`config.mk`:
```
export PLATFORM = sky130hd
export DESIGN_NAME = quaternary_autocorr_pair_update_top
export DESIGN_NICKNAME = d
export VERILOG_FILES = /design/src/hw/rtl/qac_pkg.sv /design/src/hw/rtl/qac_ctrl.sv /design/src/hw/rtl/qac_dp.sv /design/src/hw/rtl/quaternary_autocorr_pair_update_top.sv
export SDC_FILE = /design/constraint.sdc
export NUM_CORES = 2
export LEC_CHECK = 0
export ABC_AREA = 0
export BUFFER_PORTS_ARGS = -buffer_cell sky130_fd_sc_hd__buf_2
export CAP_MARGIN = 10
export CORE_MARGIN = 2
export CORE_UTILIZATION = 50
export CTS_BUF_LIST = sky130_fd_sc_hd__clkbuf_16
export DETAILED_ROUTE_END_ITERATION = 8
export PLACE_DENSITY = 0.72
export SLEW_MARGIN = 20
export SYNTH_ARGS = -nofsm -noshare
export SYNTH_HDL_FRONTEND = slang
export SYNTH_SLANG_ARGS = --single-unit
export TNS_END_PERCENT = 5
```
`constraint.sdc`:
```
create_clock -name clk_i -period 14.5 [get_ports clk_i]
set_clock_uncertainty 0.05 [all_clocks]
set_input_delay 2.9 -clock clk_i [delete_from_list [all_inputs] [get_ports clk_i]]
set_output_delay 2.9 -clock clk_i [all_outputs]
set_load 0.01 [all_outputs]
```
`src/hw/rtl/qac_pkg.sv`:
```
`timescale 1ns / 1ps
// ----------------------------------------------------------------------------
// qac_pkg
// Shared types and constants for the quaternary autocorrelation pair update.
// ----------------------------------------------------------------------------
package qac_pkg;

  localparam int unsigned CorrW = 8;
  localparam int unsigned ScoreW = 20;
  localparam logic [ScoreW-1:0] ScoreMax = 20'hFFFFF;

  // Commands from the controller to the datapath.
  typedef struct packed {
    logic init;     // write the reset contents at the shift counter and advance
    logic load;     // capture the item
    logic rd_old;   // read the old phases at both positions
    logic delta;    // latch the phase differences
    logic upd_a;    // read the correlation and the neighbors of the first position
    logic upd_b;    // fold in the first position, read neighbors of the second
    logic upd_c;    // fold in the second position, write the correlation, advance
    logic commit0;  // write the first new phase
    logic commit1;  // write the second new phase
    logic score;    // read both correlations at the shift counter and advance
    logic clr;      // clear accumulator and shift counter
  } cmd_t;

  typedef struct packed {
    logic last;     // shift counter at its final value
  } sts_t;

  function automatic logic signed [1:0] root_re(input logic [1:0] p);
    case (p)
      2'd0: root_re = 2'sd1;
      2'd2: root_re = -2'sd1;
      default: root_re = 2'sd0;
    endcase
  endfunction

  function automatic logic signed [1:0] root_im(input logic [1:0] p);
    case (p)
      2'd1: root_im = 2'sd1;
      2'd3: root_im = -2'sd1;
      default: root_im = 2'sd0;
    endcase
  endfunction

endpackage

```
`src/hw/rtl/qac_ctrl.sv`:
```
`timescale 1ns / 1ps
// ----------------------------------------------------------------------------
// qac_ctrl
// Sequencer: clearing pass, update pass over all shifts, score pass, output.
// ----------------------------------------------------------------------------
module qac_ctrl (
  input  logic          clk_i,
  input  logic          rst_ni,
  input  logic          in_valid_i,
  input  logic          reject_i,
  input  logic          out_free_i,
  output logic          in_ready_o,
  output logic          out_load_o,
  input  qac_pkg::sts_t sts_i,
  output qac_pkg::cmd_t cmd_o
);

  localparam logic [3:0] StInit = 4'd0;
  localparam logic [3:0] StIdle = 4'd1;
  localparam logic [3:0] StOld = 4'd2;
  localparam logic [3:0] StDelta = 4'd3;
  localparam logic [3:0] StUpdA = 4'd4;
  localparam logic [3:0] StUpdB = 4'd5;
  localparam logic [3:0] StUpdC = 4'd6;
  localparam logic [3:0] StCommit0 = 4'd7;
  localparam logic [3:0] StCommit1 = 4'd8;
  localparam logic [3:0] StScore = 4'd9;
  localparam logic [3:0] StDrain = 4'd10;
  localparam logic [3:0] StOut = 4'd11;

  logic [3:0] state_q, state_d;

  assign in_ready_o = (state_q == StIdle);

  always_comb begin
    state_d = state_q;
    cmd_o = '0;
    out_load_o = 1'b0;
    case (state_q)
      StInit: begin
        cmd_o.init = 1'b1;
        if (sts_i.last) state_d = StIdle;
      end
      StIdle: begin
        if (in_valid_i) begin
          cmd_o.load = 1'b1;
          cmd_o.clr = 1'b1;
          state_d = reject_i ? StScore : StOld;
        end
      end
      StOld: begin
        cmd_o.rd_old = 1'b1;
        state_d = StDelta;
      end
      StDelta: begin
        cmd_o.delta = 1'b1;
        state_d = StUpdA;
      end
      StUpdA: begin
        cmd_o.upd_a = 1'b1;
        state_d = StUpdB;
      end
      StUpdB: begin
        cmd_o.upd_b = 1'b1;
        state_d = StUpdC;
      end
      StUpdC: begin
        cmd_o.upd_c = 1'b1;
        state_d = sts_i.last ? StCommit0 : StUpdA;
      end
      StCommit0: begin
        cmd_o.commit0 = 1'b1;
        state_d = StCommit1;
      end
      StCommit1: begin
        cmd_o.commit1 = 1'b1;
        state_d = StScore;
      end
      StScore: begin
        cmd_o.score = 1'b1;
        if (sts_i.last) state_d = StDrain;
      end
      StDrain: begin
        state_d = StOut;
      end
      StOut: begin
        if (out_free_i) begin
          out_load_o = 1'b1;
          state_d = StIdle;
        end
      end
      default: state_d = StIdle;
    endcase
  end

  always_ff @(posedge clk_i or negedge rst_ni) begin
    if (!rst_ni) state_q <= StInit;
    else state_q <= state_d;
  end

endmodule

```
`src/hw/rtl/qac_dp.sv`:
```
`timescale 1ns / 1ps
// ----------------------------------------------------------------------------
// qac_dp
// Phase and correlation storage, per-shift update and score accumulator.
// ----------------------------------------------------------------------------
module qac_dp #(
  parameter int unsigned SeqLen = 42
) (
  input  logic                      clk_i,
  input  logic                      rst_ni,
  input  qac_pkg::cmd_t             cmd_i,
  output qac_pkg::sts_t             sts_o,
  input  logic                      sel_i,
  input  logic [5:0]                p0_i,
  input  logic [1:0]                n0_i,
  input  logic [5:0]                p1_i,
  input  logic [1:0]                n1_i,
  output logic                      reject_o,
  output logic [qac_pkg::ScoreW-1:0] score_o
);

  localparam int unsigned IdxW = $clog2(SeqLen);
  localparam int unsigned CW = qac_pkg::CorrW;

  logic [IdxW-1:0] s_q;
  logic            sel_q;
  logic [IdxW-1:0] p_q [2];
  logic [1:0]      n_q [2];
  logic signed [2:0] dre_q [2], dim_q [2];
  logic signed [CW-1:0] dacc_re_q, dacc_im_q;
  logic            sc_v_q;
  logic [IdxW-1:0] sc_s_q;
  logic [35:0]     acc_q;

  // Memory ports. Each sequence has its own phase and correlation memory.
  logic            ph_re;
  logic [IdxW-1:0] ph_ra, ph_rb, ph_wa;
  logic [1:0]      ph_we;
  logic [1:0]      ph_wd;
  logic [1:0]      ph_a [2];
  logic [1:0]      ph_b [2];
  logic            corr_re;
  logic [1:0]      corr_we;
  logic [2*CW-1:0] corr_wd;
  logic [2*CW-1:0] corr_rd [2];

  assign reject_o = (p0_i == p1_i) || ({26'd0, p0_i} >= SeqLen) ||
                    ({26'd0, p1_i} >= SeqLen);
  assign sts_o.last = ({{(32-IdxW){1'b0}}, s_q} == SeqLen - 1);

  function automatic logic [IdxW-1:0] wrap(input logic [IdxW:0] v);
    logic [IdxW:0] w;
    w = v - (IdxW+1)'(SeqLen);
    wrap = (v >= (IdxW+1)'(SeqLen)) ? w[IdxW-1:0] : v[IdxW-1:0];
  endfunction

  // Contribution of one changed position at the current shift, packed {im, re}.
  function automatic logic [2*CW-1:0] fold(input logic signed [2:0] d_re,
                                           input logic signed [2:0] d_im,
                                           input logic [1:0] xf,
                                           input logic [1:0] xb);
    logic signed [CW-1:0] er, ei, xr, xi, yr, yi, fr, fi;
    er = CW'(d_re);
    ei = CW'(d_im);
    xr = CW'(qac_pkg::root_re(xf));
    xi = CW'(qac_pkg::root_im(xf));
    yr = CW'(qac_pkg::root_re(xb));
    yi = CW'(qac_pkg::root_im(xb));
    fr = er*xr + ei*xi + yr*er + yi*ei;
    fi = ei*xr - er*xi + yi*er - yr*ei;
    fold = {fi, fr};
  endfunction

  // Neighbor addresses of both changed positions at the current shift.
  logic [IdxW-1:0] fwd [2], bck [2];
  always_comb begin
    for (int a = 0; a < 2; a++) begin
      fwd[a] = wrap({1'b0, p_q[a]} + {1'b0, s_q});
      bck[a] = wrap({1'b0, p_q[a]} + (IdxW+1)'(SeqLen) - {1'b0, s_q});
    end
  end

  // Port control.
  always_comb begin
    ph_re = cmd_i.rd_old || cmd_i.upd_a || cmd_i.upd_b;
    if (cmd_i.rd_old) begin
      ph_ra = p_q[0];
      ph_rb = p_q[1];
    end else if (cmd_i.upd_b) begin
      ph_ra = fwd[1];
      ph_rb = bck[1];
    end else begin
      ph_ra = fwd[0];
      ph_rb = bck[0];
    end
    ph_we = 2'b00;
    ph_wa = s_q;
    ph_wd = 2'd0;
    if (cmd_i.init) begin
      ph_we = 2'b11;
    end else if (cmd_i.commit0 || cmd_i.commit1) begin
      ph_we = sel_q ? 2'b10 : 2'b01;
      ph_wa = cmd_i.commit1 ? p_q[1] : p_q[0];
      ph_wd = cmd_i.commit1 ? n_q[1] : n_q[0];
    end
    corr_re = cmd_i.upd_a || cmd_i.score;
  end

  // Correlation update for the current shift.
  logic [2*CW-1:0] part;
  logic signed [CW-1:0] cross_re, cross_im, new_re, new_im;
  always_comb begin
    logic signed [CW-1:0] ar, ai, br, bi;
    part = cmd_i.upd_c ? fold(dre_q[1], dim_q[1], ph_a[sel_q], ph_b[sel_q])
                       : fold(dre_q[0], dim_q[0], ph_a[sel_q], ph_b[sel_q]);
    cross_re = '0;
    cross_im = '0;
    for (int a = 0; a < 2; a++) begin
      for (int b = 0; b < 2; b++) begin
        ar = CW'(dre_q[a]);
        ai = CW'(dim_q[a]);
        br = CW'(dre_q[b]);
        bi = CW'(dim_q[b]);
        if (fwd[a] == p_q[b]) begin
          cross_re = cross_re + ar*br + ai*bi;
          cross_im = cross_im + ai*br - ar*bi;
        end
      end
    end
    new_re = $signed(corr_rd[sel_q][CW-1:0]) + dacc_re_q + $signed(part[CW-1:0]) +
             cross_re;
    new_im = $signed(corr_rd[sel_q][2*CW-1:CW]) + dacc_im_q +
             $signed(part[2*CW-1:CW]) + cross_im;
    if (cmd_i.init) begin
      corr_we = 2'b11;
      corr_wd = {CW'(0), CW'(SeqLen)};
    end else begin
      corr_we = cmd_i.upd_c ? (sel_q ? 2'b10 : 2'b01) : 2'b00;
      corr_wd = {new_im, new_re};
    end
  end

  // Score term for the shift whose correlations were read last cycle.
  logic signed [CW+1:0] dr, di;
  logic [23:0] term;
  always_comb begin
    logic signed [CW+1:0] t;
    logic signed [23:0] dw_re, dw_im;
    case ({{(32-IdxW){1'b0}}, sc_s_q})
      32'd4, 32'd11, 32'd31, 32'd38: t = -(CW+2)'(4);
      32'd10, 32'd17, 32'd25, 32'd32: t = '0;
      default: t = -(CW+2)'(2);
    endcase
    dr = (CW+2)'($signed(corr_rd[0][CW-1:0])) + (CW+2)'($signed(corr_rd[1][CW-1:0])) - t;
    di = (CW+2)'($signed(corr_rd[0][2*CW-1:CW])) +
         (CW+2)'($signed(corr_rd[1][2*CW-1:CW]));
    dw_re = 24'(dr);
    dw_im = 24'(di);
    term = $unsigned(dw_re*dw_re) + $unsigned(dw_im*dw_im);
  end

  // Memories with registered read data.
  for (genvar q = 0; q < 2; q++) begin : g_seq
    logic [1:0]      ph_mem [SeqLen];
    logic [2*CW-1:0] corr_mem [SeqLen];
    logic [1:0]      ph_a_q, ph_b_q;
    logic [2*CW-1:0] corr_q;

    always_ff @(posedge clk_i) begin
      if (ph_we[q]) ph_mem[ph_wa] <= ph_wd;
      if (ph_re) begin
        ph_a_q <= ph_mem[ph_ra];
        ph_b_q <= ph_mem[ph_rb];
      end
      if (corr_we[q]) corr_mem[s_q] <= corr_wd;
      if (corr_re) corr_q <= corr_mem[s_q];
    end

    assign ph_a[q] = ph_a_q;
    assign ph_b[q] = ph_b_q;
    assign corr_rd[q] = corr_q;
  end

  always_ff @(posedge clk_i) begin
    if (cmd_i.load) begin
      sel_q <= sel_i;
      p_q[0] <= p0_i[IdxW-1:0];
      p_q[1] <= p1_i[IdxW-1:0];
      n_q[0] <= n0_i;
      n_q[1] <= n1_i;
    end
    if (cmd_i.delta) begin
      dre_q[0] <= 3'(qac_pkg::root_re(n_q[0])) - 3'(qac_pkg::root_re(ph_a[sel_q]));
      dim_q[0] <= 3'(qac_pkg::root_im(n_q[0])) - 3'(qac_pkg::root_im(ph_a[sel_q]));
      dre_q[1] <= 3'(qac_pkg::root_re(n_q[1])) - 3'(qac_pkg::root_re(ph_b[sel_q]));
      dim_q[1] <= 3'(qac_pkg::root_im(n_q[1])) - 3'(qac_pkg::root_im(ph_b[sel_q]));
    end
    if (cmd_i.upd_b) begin
      dacc_re_q <= $signed(part[CW-1:0]);
      dacc_im_q <= $signed(part[2*CW-1:CW]);
    end
  end

  always_ff @(posedge clk_i or negedge rst_ni) begin
    if (!rst_ni) begin
      s_q <= '0;
      acc_q <= '0;
      sc_v_q <= 1'b0;
      sc_s_q <= '0;
    end else begin
      sc_v_q <= cmd_i.score;
      sc_s_q <= s_q;
      if (cmd_i.clr) begin
        s_q <= '0;
      end else if (cmd_i.init || cmd_i.upd_c || cmd_i.score) begin
        s_q <= sts_o.last ? '0 : s_q + 1'b1;
      end
      if (cmd_i.clr) acc_q <= '0;
      else if (sc_v_q && sc_s_q != '0) acc_q <= acc_q + 36'(term);
    end
  end

  assign score_o = (acc_q > 36'(qac_pkg::ScoreMax)) ? qac_pkg::ScoreMax
                                                    : acc_q[qac_pkg::ScoreW-1:0];

endmodule

```
`src/hw/rtl/quaternary_autocorr_pair_update_top.sv`:
```
`timescale 1ns / 1ps
// ----------------------------------------------------------------------------
// quaternary_autocorr_pair_update_top
// Two quaternary sequences with incremental periodic autocorrelation update
// and a residual score against a fixed target.
// ----------------------------------------------------------------------------
//  channel | dir | fields
//  s_axis  | in  | tdata: seq_sel, pos_first, phase_first, pos_second, phase_second
//  m_axis  | out | tdata: residual_score; tuser: rejected
//
// After reset a clearing pass writes phase 0 and correlation SEQ_LEN into every
// entry while s_axis_tready stays low. An accepted item then reads the old
// phases and latches their differences, updates every shift in the states
// UpdA, UpdB and UpdC, writes the two new phases, scores every shift, drains
// and loads the output. A rejected item skips to the score pass. A result
// stalled on m_axis holds the next item off.
module quaternary_autocorr_pair_update_top #(
  parameter int unsigned SEQ_LEN = 42
) (
  input  logic        clk_i,
  input  logic        rst_ni,
  input  logic        s_axis_tvalid,
  output logic        s_axis_tready,
  // [0] seq_sel, [6:1] pos_first, [8:7] phase_first, [14:9] pos_second,
  // [16:15] phase_second, [23:17] zero
  input  logic [23:0] s_axis_tdata,
  output logic        m_axis_tvalid,
  input  logic        m_axis_tready,
  // [19:0] residual_score, [23:20] zero
  output logic [23:0] m_axis_tdata,
  // [0] rejected
  output logic        m_axis_tuser
);

  qac_pkg::cmd_t cmd;
  qac_pkg::sts_t sts;
  logic reject, out_load;
  logic [qac_pkg::ScoreW-1:0] score;
  logic rej_q;
  logic [qac_pkg::ScoreW-1:0] score_q;
  logic vld_q;

  qac_ctrl u_ctrl (
    .clk_i(clk_i), .rst_ni(rst_ni),
    .in_valid_i(s_axis_tvalid), .reject_i(reject),
    .out_free_i(!vld_q || m_axis_tready),
    .in_ready_o(s_axis_tready), .out_load_o(out_load),
    .sts_i(sts), .cmd_o(cmd)
  );

  qac_dp #(.SeqLen(SEQ_LEN)) u_dp (
    .clk_i(clk_i), .rst_ni(rst_ni), .cmd_i(cmd), .sts_o(sts),
    .sel_i(s_axis_tdata[0]), .p0_i(s_axis_tdata[6:1]), .n0_i(s_axis_tdata[8:7]),
    .p1_i(s_axis_tdata[14:9]), .n1_i(s_axis_tdata[16:15]),
    .reject_o(reject), .score_o(score)
  );

  // Reject flag is captured with the item and held until the result leaves.
  logic rej_hold_q;
  always_ff @(posedge clk_i) begin
    if (cmd.load) rej_hold_q <= reject;
    if (out_load) begin
      score_q <= score;
      rej_q <= rej_hold_q;
    end
  end

  always_ff @(posedge clk_i or negedge rst_ni) begin
    if (!rst_ni) vld_q <= 1'b0;
    else if (out_load) vld_q <= 1'b1;
    else if (m_axis_tready) vld_q <= 1'b0;
  end

  assign m_axis_tvalid = vld_q;
  assign m_axis_tdata = {4'd0, score_q};
  assign m_axis_tuser = rej_q;

endmodule
```
* Word-level counts from Yosys, hierarchy flattened
Memories as Yosys holds them, arrays and structs flattened. A register that Yosys moved wholly into a read port is not among the register bits.
Cells that the tools add are included.
** Operators by class
- Div/mod/pow operators :: 0
- $lt $le $gt $ge :: 8
- Equal/unequal tests :: 41
- Bitwise operators :: 1
- Multiply operators :: 28
- Muxes and demuxes :: 94
- Add/subtract/negate cells :: 52
- Reduce and logical (&&, ||, !) cells :: 23
- Shift operators :: 0
** Operators by type and width (number)
- adder 8 bit :: 24
- 2-to-1 mux 6 bit :: 14
- 2-to-1 mux 16 bit :: 5
- 2-to-1 mux 36 bit :: 2
- 2-to-1 mux 8 bit :: 8
- subtractor 8 bit :: 8
- multiplier 3 x 3 -> 6 bit :: 10
- one-hot mux 4 bit (12 select lines) :: 1
- 2-to-1 mux 2 bit :: 23
- multiplier 2 x 3 -> 5 bit :: 8
- multiplier 3 x 2 -> 5 bit :: 8
- adder 36 x 24 -> 36 bit :: 1
- > comparator 36 x 20 -> 1 bit, second input constant :: 1
- one-hot mux 2 bit (2 select lines) :: 8
- equality test 6 bit :: 5
- greater-or-equal comparator 7 x 6 -> 1 bit, second input constant :: 4
- 2-to-1 mux 1 bit :: 27
- adder 24 bit :: 1
- subtractor 6 bit, second input constant :: 4
- multiplier 10 x 10 -> 20 bit :: 1
- 2-to-1 mux 4 bit :: 5
- one-hot mux 10 bit (2 select lines) :: 1
- adder 8 x 8 -> 9 bit :: 2
- equality test 6 x 5 -> 1 bit, second input constant :: 3
- 30 further kinds :: 73
** Storage, ports and cells
- Input bits :: 28
- Latch bits :: 0
- RAM bits :: 1540
- Word-level logic and storage cells :: 267
- Output and inout port bits :: 27
- Register bits :: 93
- Memory bits (read-only) :: 0
- Memories :: 8
** Memory list
- u_dp.g_seq[0].corr_mem :: depth 42, bits a word 16, read ports 1, clocked after memory_dff 1, write ports 1, RTL line qac_dp.sv:165 : logic [2*CW-1:0] corr_mem [SeqLen];
- u_dp.g_seq[1].corr_mem :: depth 42, bits a word 16, read ports 1, clocked after memory_dff 1, write ports 1, RTL line qac_dp.sv:165
- u_dp.g_seq[0].ph_mem :: depth 42, bits a word 2, read ports 2, clocked after memory_dff 2, write ports 1, RTL line qac_dp.sv:164 : logic [1:0] ph_mem [SeqLen];
- u_dp.g_seq[1].ph_mem :: depth 42, bits a word 2, read ports 2, clocked after memory_dff 2, write ports 1, RTL line qac_dp.sv:164
- u_dp.p_q :: depth 2, bits a word 6, read ports 2, clocked after memory_dff 0, write ports 2, RTL line qac_dp.sv:27 : logic [IdxW-1:0] p_q [2];
- u_dp.dim_q :: depth 2, bits a word 3, read ports 2, clocked after memory_dff 0, write ports 2, RTL line qac_dp.sv:29 : logic signed [2:0] dre_q [2], dim_q [2];
- +2 memories

* Depth between registers and ports, before layout
An unclocked memory read counts as a cell.
- Word-level depth :: 17
- Gate-level depth with buffers :: 53
- Mapped depth without buffers :: 52

* By module
A second synthesis with hierarchy kept.
** Unflattened totals
- Cell total of the unflattened synthesis :: 6510
- Area total of the unflattened synthesis :: 86813.3 um2
** Modules (own cells, without submodules)
- qac_dp :: cells an instance 6423, area each 85644.6 um2, seq. area each 49182.2 um2, times used 1
- quaternary_autocorr_pair_update_top :: cells an instance 30, area each 742.0 um2, seq. area each 685.7 um2, times used 1
- qac_ctrl :: cells an instance 57, area each 426.7 um2, seq. area each 100.1 um2, times used 1

* Worst setup path after synthesis
No wires, ideal clock.
- Kind :: register to register
- Start point :: register u_dp.s_q[2]
- End point :: memory u_dp.g_seq[0].corr_mem[0][7] (netlist bit), data pin
- Stages on the path, launching flop included :: 44
- Arrival :: 12070 ps
- Setup time :: 592 ps
- Data required time :: 13858 ps
- Buffers on the path :: 5
- Setup slack :: 1788 ps
- Cells stage by stage :: dfrtp_1 clkbuf_1 inv_1 clkbuf_1 clkbuf_1 clkbuf_1 ha_1 buf_4 xor2_2 ha_1 inv_1 a31oi_1 a211oi_1 o211ai_1 xnor2_1 nor4_1 and2_1 fa_1 [8 not listed] fa_1 inv_1 ha_1 xnor2_1 mux2_2 fa_1 inv_1 fa_1 ha_1 a21o_1 a21oi_1 o21bai_1 a21oi_1 xnor2_1 xnor2_1 xnor2_1 xnor2_1 nor2_1
** On the way
- Longest elaborated chain between the ends :: 16
- Elaborated cells on any way between the ends :: 24
- Classes of those cells :: add/sub (11); order compare (2); eq/ne (4); mux (7)
** RTL lines
- start, declared :: RTL line qac_dp.sv:25 : logic [IdxW-1:0] s_q;
- start signal, assigned :: RTL line qac_dp.sv:216 : s_q <= sts_o.last ? '0 : s_q + 1'b1;
- adder 6 x 6 -> 7 bit :: RTL line qac_dp.sv:78 : fwd[a] = wrap({1'b0, p_q[a]} + {1'b0, s_q});
- subtractor 6 bit or greater-or-equal comparator 7 x 6 -> 1 bit (tied branches) :: RTL line qac_dp.sv:53, qac_dp.sv:54
- 2-to-1 mux 6 bit :: RTL line qac_dp.sv:54 : wrap = (v >= (IdxW+1)'(SeqLen)) ? w[IdxW-1:0] : v[IdxW-1:0];
- equality test 6 bit :: RTL line qac_dp.sv:124 : if (fwd[a] == p_q[b]) begin
- 2-to-1 mux 8 bit :: RTL line qac_dp.sv:124
- adder 8 bit (2 in series) :: RTL line qac_dp.sv:125 : cross_re = cross_re + ar*br + ai*bi;
- 2-to-1 mux 8 bit :: RTL line qac_dp.sv:124
- adder 8 bit (2 in series) :: RTL line qac_dp.sv:125
- 2-to-1 mux 8 bit :: RTL line qac_dp.sv:124
- adder 8 bit (2 in series) :: RTL line qac_dp.sv:125
- 2-to-1 mux 8 bit * :: RTL line qac_dp.sv:124
- adder 8 bit * :: RTL line qac_dp.sv:130 : new_re = $signed(corr_rd[sel_q][CW-1:0]) + dacc_re_q + $signed(part[CW-1:0]) +
- 2-to-1 mux 16 bit * :: RTL line qac_dp.sv:134 : if (cmd_i.init) begin
- net u_dp.corr_wd[7] :: RTL line qac_dp.sv:44 : logic [2*CW-1:0] corr_wd;
- end, declared :: RTL line qac_dp.sv:165
Mark *: on every way through the listed nets, which the timed path passes. The rest lies on a longest branch.

* Final worst setup path
- Start point :: register u_dp.sc_s_q[0]
- End point :: register u_dp.acc_q[35]
** On the way
- Longest elaborated chain between the ends :: 9
- Elaborated cells on any way between the ends :: 20
- Classes of those cells :: add/sub (3); mul (1); eq/ne (8); mux (3); reduce/logical (5)
** RTL lines
- start, declared :: RTL line qac_dp.sv:32 : logic [IdxW-1:0] sc_s_q;
- start signal, assigned :: RTL line qac_dp.sv:212 : sc_s_q <= s_q;
- equality test 6 x 4 -> 1 bit, or another cell as far along :: RTL line qac_dp.sv:149 : case ({{(32-IdxW){1'b0}}, sc_s_q})
- OR reduction 4 bit :: RTL line qac_dp.sv:149
- one-hot mux 10 bit (2 select lines) :: RTL line qac_dp.sv:149
- subtractor 9 x 10 -> 10 bit :: RTL line qac_dp.sv:154 : dr = (CW+2)'($signed(corr_rd[0][CW-1:0])) + (CW+2)'($signed(corr_rd[1][CW-1:0])) - t;
- multiplier 10 x 10 -> 20 bit :: RTL line qac_dp.sv:159 : term = $unsigned(dw_re*dw_re) + $unsigned(dw_im*dw_im);
- adder 24 bit :: RTL line qac_dp.sv:159
- adder 36 x 24 -> 36 bit :: RTL line qac_dp.sv:219 : else if (sc_v_q && sc_s_q != '0) acc_q <= acc_q + 36'(term);
- 2-to-1 mux 36 bit :: RTL line qac_dp.sv:219
- 2-to-1 mux 36 bit :: RTL line qac_dp.sv:218 : if (cmd_i.clr) acc_q <= '0;
- end signal, assigned :: RTL line qac_dp.sv:219
- end, declared :: RTL line qac_dp.sv:33 : logic [35:0] acc_q;
Parallel ways exist; a longest one is shown, timed or not. The select of a mux whose other input is x is not followed.
A chain may end at the register's enable or synchronous reset.

==> impl_metrics.py <==
metrics = {
    "synth": {
        "syn-instance-count": 6500,
        "async_flop_share_pct": 3.23,
        "ys_top_cells_by_area": "edfxtp_1 (57%), fa_1 (7.4%), ha_1 (5.2%), a22oi_1 (3.4%), mux2i_1 (2.8%)",
        "ys_ff_latch": 1673,
        "synth_edf_count": 1619,
        "syn_area_um2": 85500,
        "synth-seq-area-share_pct": 58.4,
        "yosys_warnings": 0,
        "synth.top_cell.area_share_pct": 56.8,
        "synth.avg_cell_area_um2": 13.2,
        "synth_cell_types": 97,
        "ys.flop_type": "edfxtp_1",
        "synth_top_area_cell": "edfxtp_1",
    },
    "setup_path": {
        "r2r_setup_slack_ns": 2.22,
        "cp_slowest_cell": "fa_1",
        "crit_path_frequent_cell": "fa_1",
        "critical_path_required_ns": 15.14,
        "crit_path_start_kind": "flip-flop",
        "endpoint_kind": "flip-flop",
        "critical_path_peak_fanout": 12,
        "critPathArrivalTime_ns": 12.92,
        "reg2reg_depth": 47,
        "critPathKind": "flip-flop to flip-flop",
        "r2r_start": "u_dp.sc_s_q[0]",
        "worst_path_largest_cell_delay_ns": 0.56,
        "timing.rr.end": "u_dp.acc_q[35]",
    },
    "floorplanning": {
        "die-area_um2": 174000,
        "die_x_um": 418,
        "chipHeight_um": 418,
        "rows": 151,
        "pin_count": 55,
        "coreArea_um2": 170000,
        "start_util_pct": 50.4,
    },
    "cts": {
        "clock-root-buffer": "clkbuf_16",
        "clkSinkCount": 1673,
        "cts_hold_buf": 0,
        "clockBufferDepth": 3,
        "clk_latency_ns": 0.83,
        "cts_resized": 0,
        "cts.reportedPaths.clkPinSlew_ns": 0.07,
        "cts_tree": "built",
        "numCtsBuffers": 163,
        "postCtsSetupBuffers": 0,
        "htreeDepth": 4,
    },
    "timing": {
        "max_freq_mhz": 81.4,
        "rsz0062_at_grt": "false",
        "slew-limit-headroom_pct": 23.4,
        "drv_slew": 0,
        "period_needed_ns": 12.28,
        "finalCritPeriodShare_pct": 84.7,
        "whs_ns": 0.326,
        "finalSetupViolCount": 0,
        "fin_setup_tns_ns": 0,
        "finalHoldViolCount": 0,
        "worstMarginPinSlew_ns": 1.14,
    },
    "route": {
        "dr.pass1.iters": 6,
        "wl_per_cell_um": 24.6,
        "first_iter_violations": 5662,
        "postRouteAntennaNets": 0,
        "drt_wl_total_um": 220000,
        "drc": 0,
        "vias_per_cell": 6.10,
        "route.vias.total": 54500,
    },
    "worst_hold_path": {
        "min_path_cells": 0,
        "hold_class": "flip-flop to flip-flop",
        "hold_path.startpoint": "rej_hold_q",
        "hold_path_end": "m_axis_tuser",
    },
    "flow_run": {
        "max_cap_viol_count": 0,
    },
    "placed_design": {
        "portBuffers": 43,
        "gp_congestion": 0.874,
        "post-dp-hpwl_um": 134000,
    },
    "global_routing": {
        "grt_usage_pct": 25.0,
        "grt_remaining_overflow": 0,
        "grt_max_degree": 112,
        "grt_pass1_vias": 55100,
        "grt_pass1_wl_um": 330000,
        "antenna_found_initial": 1,
    },
    "finish": {
        "nets": 7286,
        "final_layout_size_suffix_gt1_share_pct": 9.19,
        "syn2layout_area_growth_pct": 10.2,
        "layout_commonest_cell": "edfxtp_1",
        "antennaDiodeCount": 0,
        "final_cell_mix": "edfxtp_1 (1,619), inv_1 (618), nor2_1 (428), a22oi_1 (392), nand2_1 (361)",
    },
    "outcome": {
        "status": "complete, no violations",
    },
}
==> critical path: cells and delay by family, from the launching register on <==
kind,cells,cell delay (ns)
buffers and inverters,5,0.66
XOR/XNOR,3,0.45
AO/OA/AOI/OAI,20,4.19
flip-flops,1,0.41
adder cells (fa/ha/maj),10,4.32
AND/OR/NAND/NOR,9,2.04
==> through the flow <==
step                setup WS, ns  utilization, %  cell area (um^2)  cells
finish                      2.22            55.6             94300   8945
global route                1.18            55.6             94300   8945
CTS                         1.97            55.5             94200   8945
detailed placement          2.05            52.5             89000   8640
global placement            2.35            52.5             89000   8640
floorplan                   1.79               -             85500   6503
==> state kept, by name, summed over array words and instances, names as in the netlist, 8 cells and up <==
name,count
u_dp.g_seq.ph_mem,168
u_dp.dacc_re_q,8
u_dp.acc_q,36
u_dp.p_q,12
u_dp.dacc_im_q,8
u_dp.g_seq.corr_mem,1344
score_q,20
u_dp.g_seq.corr_q,32
==> final cells by class <==
class	instances	area, um^2
inverter	583	2190
multi-input combinational	3949	32500
sequential	1673	50000
timing repair buffer	217	1570
tap	2218	2780
clock buffer	163	4080
fill	13400	75400
clock inverter	142	1160
==> cell families (layout without fill, tap and decap cells) <==
group	count (synthesis)	after routing	share of synthesized area [%]
multiplexers	300	300	3.71
adder cells (fa/ha/maj)	671	671	12.6
buffers and inverters	881	1105	3.93
flip-flops	1673	1673	58.4
AO/OA/AOI/OAI	1405	1405	11.6
other	1	4	0.00438
XOR/XNOR	259	259	2.67
AND/OR/NAND/NOR	1310	1310	7.12
==> synthesized netlist by cell type (all sizes together), types with 66 or more instances <==
library cell and count:
nand3 124, a31oi 76, inv 577, fa 316, and2 100, nor2 443
a221oi 97, ha 355, a211oi 70, xnor2 197, mux2i 238, edfxtp 1619
a22oi 392, nand2 364, a21oi 278, buf 66, clkbuf 232, a22o 93
o21ai 134
==> worst max path at each step <==
| stage | startpoint | end | slack, ns |
|---|---|---|---|
| finish | u_dp.sc_s_q[0] | u_dp.acc_q[35] | 2.22 |
| global route | u_dp.sc_s_q[0] | u_dp.acc_q[29] | 1.18 |
| CTS | u_dp.sc_s_q[0] | u_dp.acc_q[30] | 1.97 |
| detailed placement | u_dp.sc_s_q[0] | u_dp.acc_q[30] | 2.05 |
| global placement | u_dp.sc_s_q[0] | u_dp.acc_q[28] | 2.35 |
| floorplan | u_dp.s_q[2] | u_dp.g_seq[0].corr_mem[0][7] | 1.79 |
==> metal layers <==
metal | vias up | track usage (%) | wire length (um)
met5 | - | 0 | 0
met4 | 0 | 10.5 | 9330
met3 | 457 | 4.93 | 19600
met2 | 2478 | 41.7 | 107000
met1 | 27400 | 31.9 | 83800
li1 | 24200 | - | -
Power is not shown: default switching activity piles up to over one toggle a cycle in this logic, so the estimate is an artifact.
